`config.mk`:
```
export PLATFORM = sky130hd
export DESIGN_NAME = interval_bin_classifier
export DESIGN_NICKNAME = d
export VERILOG_FILES = /design/src/sv/ibc_pkg.sv /design/src/sv/ibc_cell.sv /design/src/sv/interval_bin_classifier.sv
export SDC_FILE = /design/constraint.sdc
export NUM_CORES = 2
export LEC_CHECK = 0
export BUFFER_PORTS_ARGS = -buffer_cell sky130_fd_sc_hd__buf_2
export CORE_UTILIZATION = 45
export DETAILED_ROUTE_END_ITERATION = 10
export PLACE_DENSITY = 0.59
export SLEW_MARGIN = 20
export SYNTH_ARGS = -nofsm -noshare
export SYNTH_HDL_FRONTEND = slang
export SYNTH_SLANG_ARGS = --single-unit
```
`constraint.sdc`:
```
create_clock -name i_clk -period 49.5 [get_ports i_clk]
set_input_delay 9.9 -clock i_clk [delete_from_list [all_inputs] [get_ports i_clk]]
set_output_delay 9.9 -clock i_clk [all_outputs]
set_load 0.01 [all_outputs]
```
`src/sv/ibc_pkg.sv`:
```
// Package for the interval bin classifier.
// Holds the request/result payload types, status and op codes and the token
// that moves along the cell row. No dependencies.
package ibc_pkg;

    localparam int MAX_BREAKS = 16;
    localparam int CNT_W      = $clog2(MAX_BREAKS + 1);
    localparam int IDX_W      = (MAX_BREAKS > 1) ? $clog2(MAX_BREAKS) : 1;
    localparam int VAL_W      = 16;
    localparam int LIM_W      = 17;
    localparam int IV_W       = 5;
    localparam int ST_W       = 3;

    localparam logic [LIM_W-1:0] LIMIT_RESET = 17'h10000;

    localparam logic [1:0] REQ_CLEAR    = 2'd0;
    localparam logic [1:0] REQ_APPEND   = 2'd1;
    localparam logic [1:0] REQ_CLASSIFY = 2'd2;

    localparam logic [ST_W-1:0] ST_OK     = 3'd0;
    localparam logic [ST_W-1:0] ST_ABOVE  = 3'd1;
    localparam logic [ST_W-1:0] ST_BELOW  = 3'd2;
    localparam logic [ST_W-1:0] ST_BADBRK = 3'd3;
    localparam logic [ST_W-1:0] ST_FULL   = 3'd4;
    localparam logic [ST_W-1:0] ST_EMPTY  = 3'd5;

    typedef enum logic [1:0] {
        OP_PASS  = 2'd0,
        OP_STORE = 2'd1,
        OP_FIND  = 2'd2
    } t_op;

    typedef struct packed {
        logic [1:0]       req_type;
        logic [VAL_W-1:0] value;
    } t_in;

    typedef struct packed {
        logic [ST_W-1:0]  status;
        logic [IV_W-1:0]  interval;
        logic [VAL_W-1:0] bin_lo;
        logic [LIM_W-1:0] bin_hi;
    } t_out;

    // One request in flight along the row.
    // cnt: table fill seen at accept time (STORE: target slot).
    typedef struct packed {
        logic             valid;
        t_op              op;
        logic [VAL_W-1:0] value;
        logic [CNT_W-1:0] cnt;
        logic             found;
        t_out             res;
    } t_tok;

endpackage

```
`src/sv/ibc_cell.sv`:
```
// One break-point cell of the interval bin classifier row.
// Holds one stored break and registers the passing token. Uses ibc_pkg.
module ibc_cell (
    input  logic                      i_clk,
    input  logic                      i_rst_n,
    input  logic                      i_en,
    input  logic [ibc_pkg::IDX_W-1:0] i_index,
    input  ibc_pkg::t_tok             i_tok,
    output ibc_pkg::t_tok             o_tok
);

    logic [ibc_pkg::VAL_W-1:0] r_brk;
    ibc_pkg::t_tok             r_tok;
    ibc_pkg::t_tok             n_tok;
    logic                      w_live;
    logic                      w_hit;

    // Cell counts as filled for this request only below the fill it carries.
    assign w_live = {{(ibc_pkg::CNT_W - ibc_pkg::IDX_W){1'b0}}, i_index} < i_tok.cnt;
    assign w_hit  = r_brk <= i_tok.value;

    always_comb begin
        n_tok = i_tok;
        if (i_tok.op == ibc_pkg::OP_FIND && w_live) begin
            if (w_hit) begin
                n_tok.res.interval = ibc_pkg::IV_W'({1'b0, i_index} + 1'b1);
                n_tok.res.bin_lo   = r_brk;
            end else if (!i_tok.found) begin
                n_tok.res.bin_hi = {1'b0, r_brk};
                n_tok.found      = 1'b1;
            end
        end
    end

    always_ff @(posedge i_clk) begin
        if (i_en && i_tok.valid && i_tok.op == ibc_pkg::OP_STORE &&
            i_tok.cnt[ibc_pkg::IDX_W-1:0] == i_index) begin
            r_brk <= i_tok.value;
        end
    end

    always_ff @(posedge i_clk) begin
        if (!i_rst_n) begin
            r_tok.valid <= 1'b0;
        end else if (i_en) begin
            r_tok.valid <= n_tok.valid;
        end
        if (i_en) begin
            r_tok.op    <= n_tok.op;
            r_tok.value <= n_tok.value;
            r_tok.cnt   <= n_tok.cnt;
            r_tok.found <= n_tok.found;
            r_tok.res   <= n_tok.res;
        end
    end

    assign o_tok = r_tok;

endmodule

```
`src/sv/interval_bin_classifier.sv`:
```
// Interval bin classifier: sorted break table with per-request interval lookup.
// Each request passes the entry register, then the register of each cell in turn.
// Throughput: one request per cycle; the row holds still while the result stalls.
// Reset (synchronous, active low): table fill cleared, limit set to unbounded,
// row emptied; stored break values are not cleared.
module interval_bin_classifier (
    input  logic                      i_clk,
    input  logic                      i_rst_n,
    // request channel
    input  logic                      i_in_valid,
    input  ibc_pkg::t_in              i_in_data,
    output logic                      o_in_stall,
    // result channel
    output logic                      o_out_valid,
    output ibc_pkg::t_out             o_out_data,
    input  logic                      i_out_stall,
    // upper limit register write
    input  logic                      i_cfg_valid,
    input  logic [ibc_pkg::LIM_W-1:0] i_cfg_data,
    output logic                      o_cfg_ready
);

    logic [ibc_pkg::LIM_W-1:0] r_limit;
    logic [ibc_pkg::CNT_W-1:0] r_count;
    logic [ibc_pkg::VAL_W-1:0] r_first;
    logic [ibc_pkg::VAL_W-1:0] r_last;
    logic [ibc_pkg::CNT_W-1:0] n_count;
    logic                      w_en;
    logic                      w_take;
    logic                      w_app_ok;
    ibc_pkg::t_tok             n_tok;
    ibc_pkg::t_tok             r_entry;
    ibc_pkg::t_tok             w_row [0:ibc_pkg::MAX_BREAKS];

    // The whole row advances together; hold it while the result waits.
    assign w_en        = !(w_row[ibc_pkg::MAX_BREAKS].valid && i_out_stall);
    assign o_in_stall  = !w_en;
    assign w_take      = i_in_valid && w_en;
    assign o_cfg_ready = 1'b1;

    // Entry decode: every status is settled here against the limit, fill, first and
    // last break as of this request; the row only fills in the found interval.
    always_comb begin
        n_tok          = '0;
        n_tok.valid    = i_in_valid;
        n_tok.op       = ibc_pkg::OP_PASS;
        n_tok.value    = i_in_data.value;
        n_tok.cnt      = r_count;
        n_tok.res.status = ibc_pkg::ST_OK;
        n_count        = r_count;
        w_app_ok       = 1'b0;
        case (i_in_data.req_type)
            ibc_pkg::REQ_CLEAR: begin
                n_count = '0;
            end
            ibc_pkg::REQ_APPEND: begin
                if (r_count >= ibc_pkg::CNT_W'(ibc_pkg::MAX_BREAKS)) begin
                    n_tok.res.status = ibc_pkg::ST_FULL;
                end else if ((r_count != '0 && i_in_data.value <= r_last) ||
                             {1'b0, i_in_data.value} >= r_limit) begin
                    n_tok.res.status = ibc_pkg::ST_BADBRK;
                end else begin
                    // Send the break down the row to its slot.
                    w_app_ok           = 1'b1;
                    n_tok.op           = ibc_pkg::OP_STORE;
                    n_count            = r_count + 1'b1;
                    n_tok.res.interval = ibc_pkg::IV_W'(r_count + 1'b1);
                    n_tok.res.bin_lo   = i_in_data.value;
                end
            end
            ibc_pkg::REQ_CLASSIFY: begin
                if (r_count == '0) begin
                    n_tok.res.status = ibc_pkg::ST_EMPTY;
                end else if (i_in_data.value < r_first) begin
                    n_tok.res.status = ibc_pkg::ST_BELOW;
                end else if ({1'b0, i_in_data.value} >= r_limit) begin
                    n_tok.res.status = ibc_pkg::ST_ABOVE;
                end else begin
                    // Upper bound starts at the limit; the first filled cell above the value
                    // replaces it.
                    n_tok.op         = ibc_pkg::OP_FIND;
                    n_tok.res.bin_hi = r_limit;
                end
            end
            default: begin
            end
        endcase
    end

    // Control state: fill count and limit.
    always_ff @(posedge i_clk) begin
        if (!i_rst_n) begin
            r_count <= '0;
            r_limit <= ibc_pkg::LIMIT_RESET;
        end else begin
            if (w_take) begin
                r_count <= n_count;
            end
            if (i_cfg_valid) begin
                r_limit <= i_cfg_data;
            end
        end
    end

    // Shadow copies of first and last break for the entry checks.
    always_ff @(posedge i_clk) begin
        if (w_take && w_app_ok) begin
            r_last <= i_in_data.value;
            if (r_count == '0) begin
                r_first <= i_in_data.value;
            end
        end
    end

    always_ff @(posedge i_clk) begin
        if (!i_rst_n) begin
            r_entry.valid <= 1'b0;
        end else if (w_en) begin
            r_entry.valid <= n_tok.valid;
        end
        if (w_en) begin
            r_entry.op    <= n_tok.op;
            r_entry.value <= n_tok.value;
            r_entry.cnt   <= n_tok.cnt;
            r_entry.found <= n_tok.found;
            r_entry.res   <= n_tok.res;
        end
    end

    assign w_row[0] = r_entry;

    // Row of cells, slot i holds break i; requests pass in order, one cell per cycle
    // while not held, so each sees the table exactly as left by earlier requests.
    for (genvar g = 0; g < ibc_pkg::MAX_BREAKS; g++) begin : g_cell
        ibc_cell u_cell (
            .i_clk   (i_clk),
            .i_rst_n (i_rst_n),
            .i_en    (w_en),
            .i_index (ibc_pkg::IDX_W'(g)),
            .i_tok   (w_row[g]),
            .o_tok   (w_row[g+1])
        );
    end

    // Last cell's register is the result register.
    assign o_out_valid = w_row[ibc_pkg::MAX_BREAKS].valid;
    assign o_out_data  = w_row[ibc_pkg::MAX_BREAKS].res;

endmodule
```
**Word level (Yosys, flattened, before mapping)**

Index checks and enable logic that the tools add are counted.

- Bits in registers: 1407
- Input port bits: 40
- Output and inout port bits: 44
- Word-level logic and storage cells: 447

- Add/sub/neg operators: 1
- $lt $le $gt $ge: 36
- Eq/ne operators: 51
- Multiplexer cells: 110
- Bitwise gates (word level): 2
- Reduce and logical (&&, ||, !) cells: 79

Operator list:

| cell | count |
|---|---|
| $mux W38 | 16 |
| $mux W17 | 31 |
| $mux W21 | 16 |
| $le A16 B16 Y1 | 17 |
| $logic_and A1 B1 Y1 | 68 |
| $lt A4 B5 Y1 const A | 8 |
| $mux W1 | 35 |
| $eq A2 B1 Y1 const B | 17 |
| $eq A2 B2 Y1 const B | 17 |
| $eq A4 B4 Y1 const B | 8 |
| $lt A3 B5 Y1 const A | 4 |
| $ge A16 B17 Y1 | 1 |
| $eq A4 B3 Y1 const B | 4 |
| $lt A16 B16 Y1 | 1 |
| $lt A1 B5 Y1 const A | 2 |
| $lt A2 B5 Y1 const A | 2 |
| $mux W2 | 5 |
| $mux W5 | 2 |
| $pmux W5 S2 | 1 |
| $eq A4 B2 Y1 const B | 2 |
| $mux W3 | 2 |
| $pmux W3 S2 | 1 |
| $add A5 B1 Y5 const B | 1 |
| $ge A5 B5 Y1 const B | 1 |
| other kinds (15) | 17 |

**Logic depth before layout (Yosys ltp)**

- Word-level depth: 8
- Depth in mapped cells: 11
- Mapped depth without buffers: 10

**Modules after synthesis**

A second synthesis with hierarchy kept.

- Cell total of the unflattened synthesis: 3769
- Area, all modules: 62706.4 sq um

By module, submodules not included:

| module | times used | cells each | area each (sq um) | sequential area each (sq um) |
|---|---|---|---|---|
| ibc_cell | 16 | 209 | 3572.2 | 2452.4 |
| interval_bin_classifier | 1 | 425 | 5551.6 | 3343.2 |

**Worst setup path before layout**

OpenSTA, ideal clock, no wires.

- Path kind: input to register
- Start point: input i_out_stall
- End point: register g_cell[0].u_cell.r_brk[0] in the netlist's numbering (enable)
- Setup time: 0.412 ns
- Arrival: 42.645 ns
- Data required time: 49.088 ns
- Slack: 6.442 ns
- Stages: 5
- Buffers on the path: 2
- Cells stage by stage: nand2_1 > clkbuf_1 > buf_1 > nand3_1 > nor3_1

- Word-level cells in the longest chain between the ends: 5

RTL lines:

| item | RTL line | source |
|---|---|---|
| from (decl) | interval_bin_classifier.sv:16 | `input logic i_out_stall,` |
| $logic_and A1 B1 Y1 | interval_bin_classifier.sv:36 | `assign w_en = !(w_row[ibc_pkg::MAX_BREAKS].valid && i_out_stall);` |
| $logic_not A1 Y1 | interval_bin_classifier.sv:36 |  |
| $logic_and A1 B1 Y1 (3 in a row) | ibc_cell.sv:36 | `if (i_en && i_tok.valid && i_tok.op == ibc_pkg::OP_STORE &&` |
| to (signal assigned) | ibc_cell.sv:38 | `r_brk <= i_tok.value;` |
| to (decl) | ibc_cell.sv:12 | `logic [ibc_pkg::VAL_W-1:0] r_brk;` |

No other way between the ends.
A chain may end at the register's enable or synchronous reset.

**Worst setup path after layout**

- Start point: input i_out_stall
- End point: output o_in_stall

- Word-level cells in the longest chain between the ends: 1

RTL lines:

| item | RTL line | source |
|---|---|---|
| $logic_and A1 B1 Y1 | interval_bin_classifier.sv:36 |  |
| to (decl) | interval_bin_classifier.sv:12 | `output logic o_in_stall,` |

No other way between the ends.

==> impl_metrics.ini <==
[worst_setup_path]
cp_top_family = buffers and inverters
endpoint_kind = primary output
path_common_cell = buf_2
path_class = in2out
critPathSlowestCell = inv_2
crit_chain = buf_2 > nand2_4 > inv_2 > buf_2
crit_path_start_kind = input pin
critPathArrivalTime_ns = 11.20
max_stage_delay_ns = 0.62
worstPathMaxFanout = 47
critPathBufInv = 3
worstPathRequired_ns = 39.60

[final_layout]
final_cells = 5570
antennaDiodeCount = 0
area_growth_pct = 12.4
layout.nets = 4055
seq_area_um2 = 41900
layout_common_cells = edfxtp_1, mux2_2, inv_1
drive_gt1_share_pct = 21.3
fill_cells = 10731
multi_input_area_um2 = 15300
layout_commonest_cell = edfxtp_1

[synthesis]
synthArstFlopShare_pct = 0
synthCells = 3511
synth_seq_cells = 1407
synth_top_cells_by_area = edfxtp_1, mux2_2, ha_1
yosysSeqAreaShare_pct = 71.5
yosysUniqueCellTypes = 70
syn_avg_cell_area_um2 = 16.7
mappedNetlistNets = 3859
netlist_area_um2 = 58600
yosysWarnings = 0
yosys.area.top_type = edfxtp_1
ys.flop_type = edfxtp_1
synth_edf_count = 1368
yosysTopAreaCellShare_pct = 70.1

[floorplan]
dieArea_um2 = 132000
initial_core_util_pct = 45.3
fp-row-count = 132
die_y_um = 363
ios = 84
die_x_um = 363
core_area_um2 = 129000

[detailed_routing]
finalWirelength_um = 108000
drt_iter0_markers = 1526
ant_nets = 0
wl_per_cell_um = 19.4
vias_per_cell = 4.98
drc = 0
vias = 27758
dr.pass1.iters = 5

[pwr]
leakage_nw = 27.7
p_total_mw = 2.45
irDropWorstVdd_uv = 36.4
power.density_nw_per_um2 = 37.2

[clock_network]
cts_buffers = 148
holdBufCountCts = 0
clock_tree.root_cell = clkbuf_16
path_clk_slew_ns = 0.06
clockBufferDepth = 3
cts_tree = yes
post_cts_resize_count = 0
post_cts.repair.setup_buffers = 0
cts-htree-levels = 4
clock-sinks = 1407
clock_latency_ns = 0.75

[sta]
tns_ns = 0
fin_crit_ns = 21.10
relSlewSlack_pct = 26.1
hold_viol = 0
setup_viol = 0
worst_pin_slew_ns = 1.11
final.period_utilization_pct = 42.6
fin_skew_ns = 0.0241
rsz0062_at_grt = false
slew_viol_final = 0
max_freq_ghz = 0.0474

[status]
status = finished, final reports clean

[placed_design]
dp.cells = 5298
portBuffers = 82
dp_hpwl_um = 77900
finalWeightedCongestion = 0.822

[hold_path]
min_path_type = reg2reg

[global_routing]
grtUsageTotal_pct = 16.8
grt_pass1_wl_um = 168000
grt_pass1_vias = 29516
grt_max_degree = 192
grt_remaining_overflow = 0
antenna_found_initial = 0

[job]
drv_cap = 0
[state kept, by name, summed over array words and instances, names as in the netlist]
name	count
r_first	16
r_last	16
g_cell.u_cell.o_tok	1032
r_entry	65
r_count	5
g_cell.u_cell.r_brk	256
r_limit	17
[final timing paths]
check	from	to	slack, ns	cells past startpoint
max reg2reg	g_cell[15].u_cell.o_tok[65]$_SDFFE_PN0N_	g_cell[2].u_cell.o_tok[17]$_DFFE_PN_	44.16	6
max	i_out_stall	o_in_stall	28.40	4
min reg2reg	g_cell[9].u_cell.o_tok[38]$_DFFE_PN_	g_cell[10].u_cell.o_tok[38]$_DFFE_PN_	0.42	0
min	g_cell[9].u_cell.o_tok[38]$_DFFE_PN_	g_cell[10].u_cell.o_tok[38]$_DFFE_PN_	0.42	0
[area by class of cell]
| class | instances | area share (%) |
|---|---|---|
| sequential | 1407 | 63.6 |
| multi-input combinational | 1699 | 23.2 |
| clock buffer | 202 | 6.24 |
| tap | 1742 | 3.31 |
| inverter | 325 | 1.85 |
| timing repair buffer | 126 | 1.18 |
| clock inverter | 69 | 0.675 |
[per-layer routing]
metal	part of all wire [%]	vias to the layer above	global-route usage, %
li1	-	13659	-
met1	37	13501	17.0
met2	57	378	33.0
met3	2.8	220	2.66
met4	3.9	0	7.83
met5	0	-	0
[synthesized netlist by cell type (41+ instances only)]
library cell     n
edfxtp_1      1368
mux2_2         407
inv_1          324
ha_1           308
nor2b_1        116
mux2_1          97
a21oi_1         95
nand2_1         80
o21ai_0         64
and2_1          51
buf_2           50
nand4_1         43
nor2_1          43
a21o_1          41
[cell families (layout without fill, tap and decap cells)]
kind of cell,Yosys count,count (layout),share of synthesized area (%)
and+or+nand+nor,530,530,5.22
buffers and inverters,405,722,2.83
xor gates and xnor gates,2,2,0.0299
AOI/OAI and AO/OA,327,327,3.65
muxes,531,531,10.2
other,1,1,0.00640
DFF,1407,1407,71.5
adders and majority gates,308,308,6.58
[power by group]
group / leakage (nW) / internal (mW) / switching, mW
Sequential: 15.7 / 1.33 / 0.0159
Clock: 2.24 / 0.605 / 0.437
Combinational: 9.74 / 0.0283 / 0.0331
Total: 27.7 / 1.96 / 0.486
[metrics by stage]
stage / setup slack (ns) / instance area, µm² / hold slack, ns / utilization, %
after floorplan: 6.44 / 58600 / 0.400 / -
after global placement: 28.35 / 61300 / 0.400 / 47.4
after detailed placement: 28.33 / 61300 / 0.405 / 47.4
after CTS: 28.34 / 65800 / 0.419 / 50.9
after global routing: 28.23 / 65800 / 0.420 / 50.9
final: 28.40 / 65800 / 0.417 / 50.9
No activity file was read; power rests on OpenSTA's default activity.
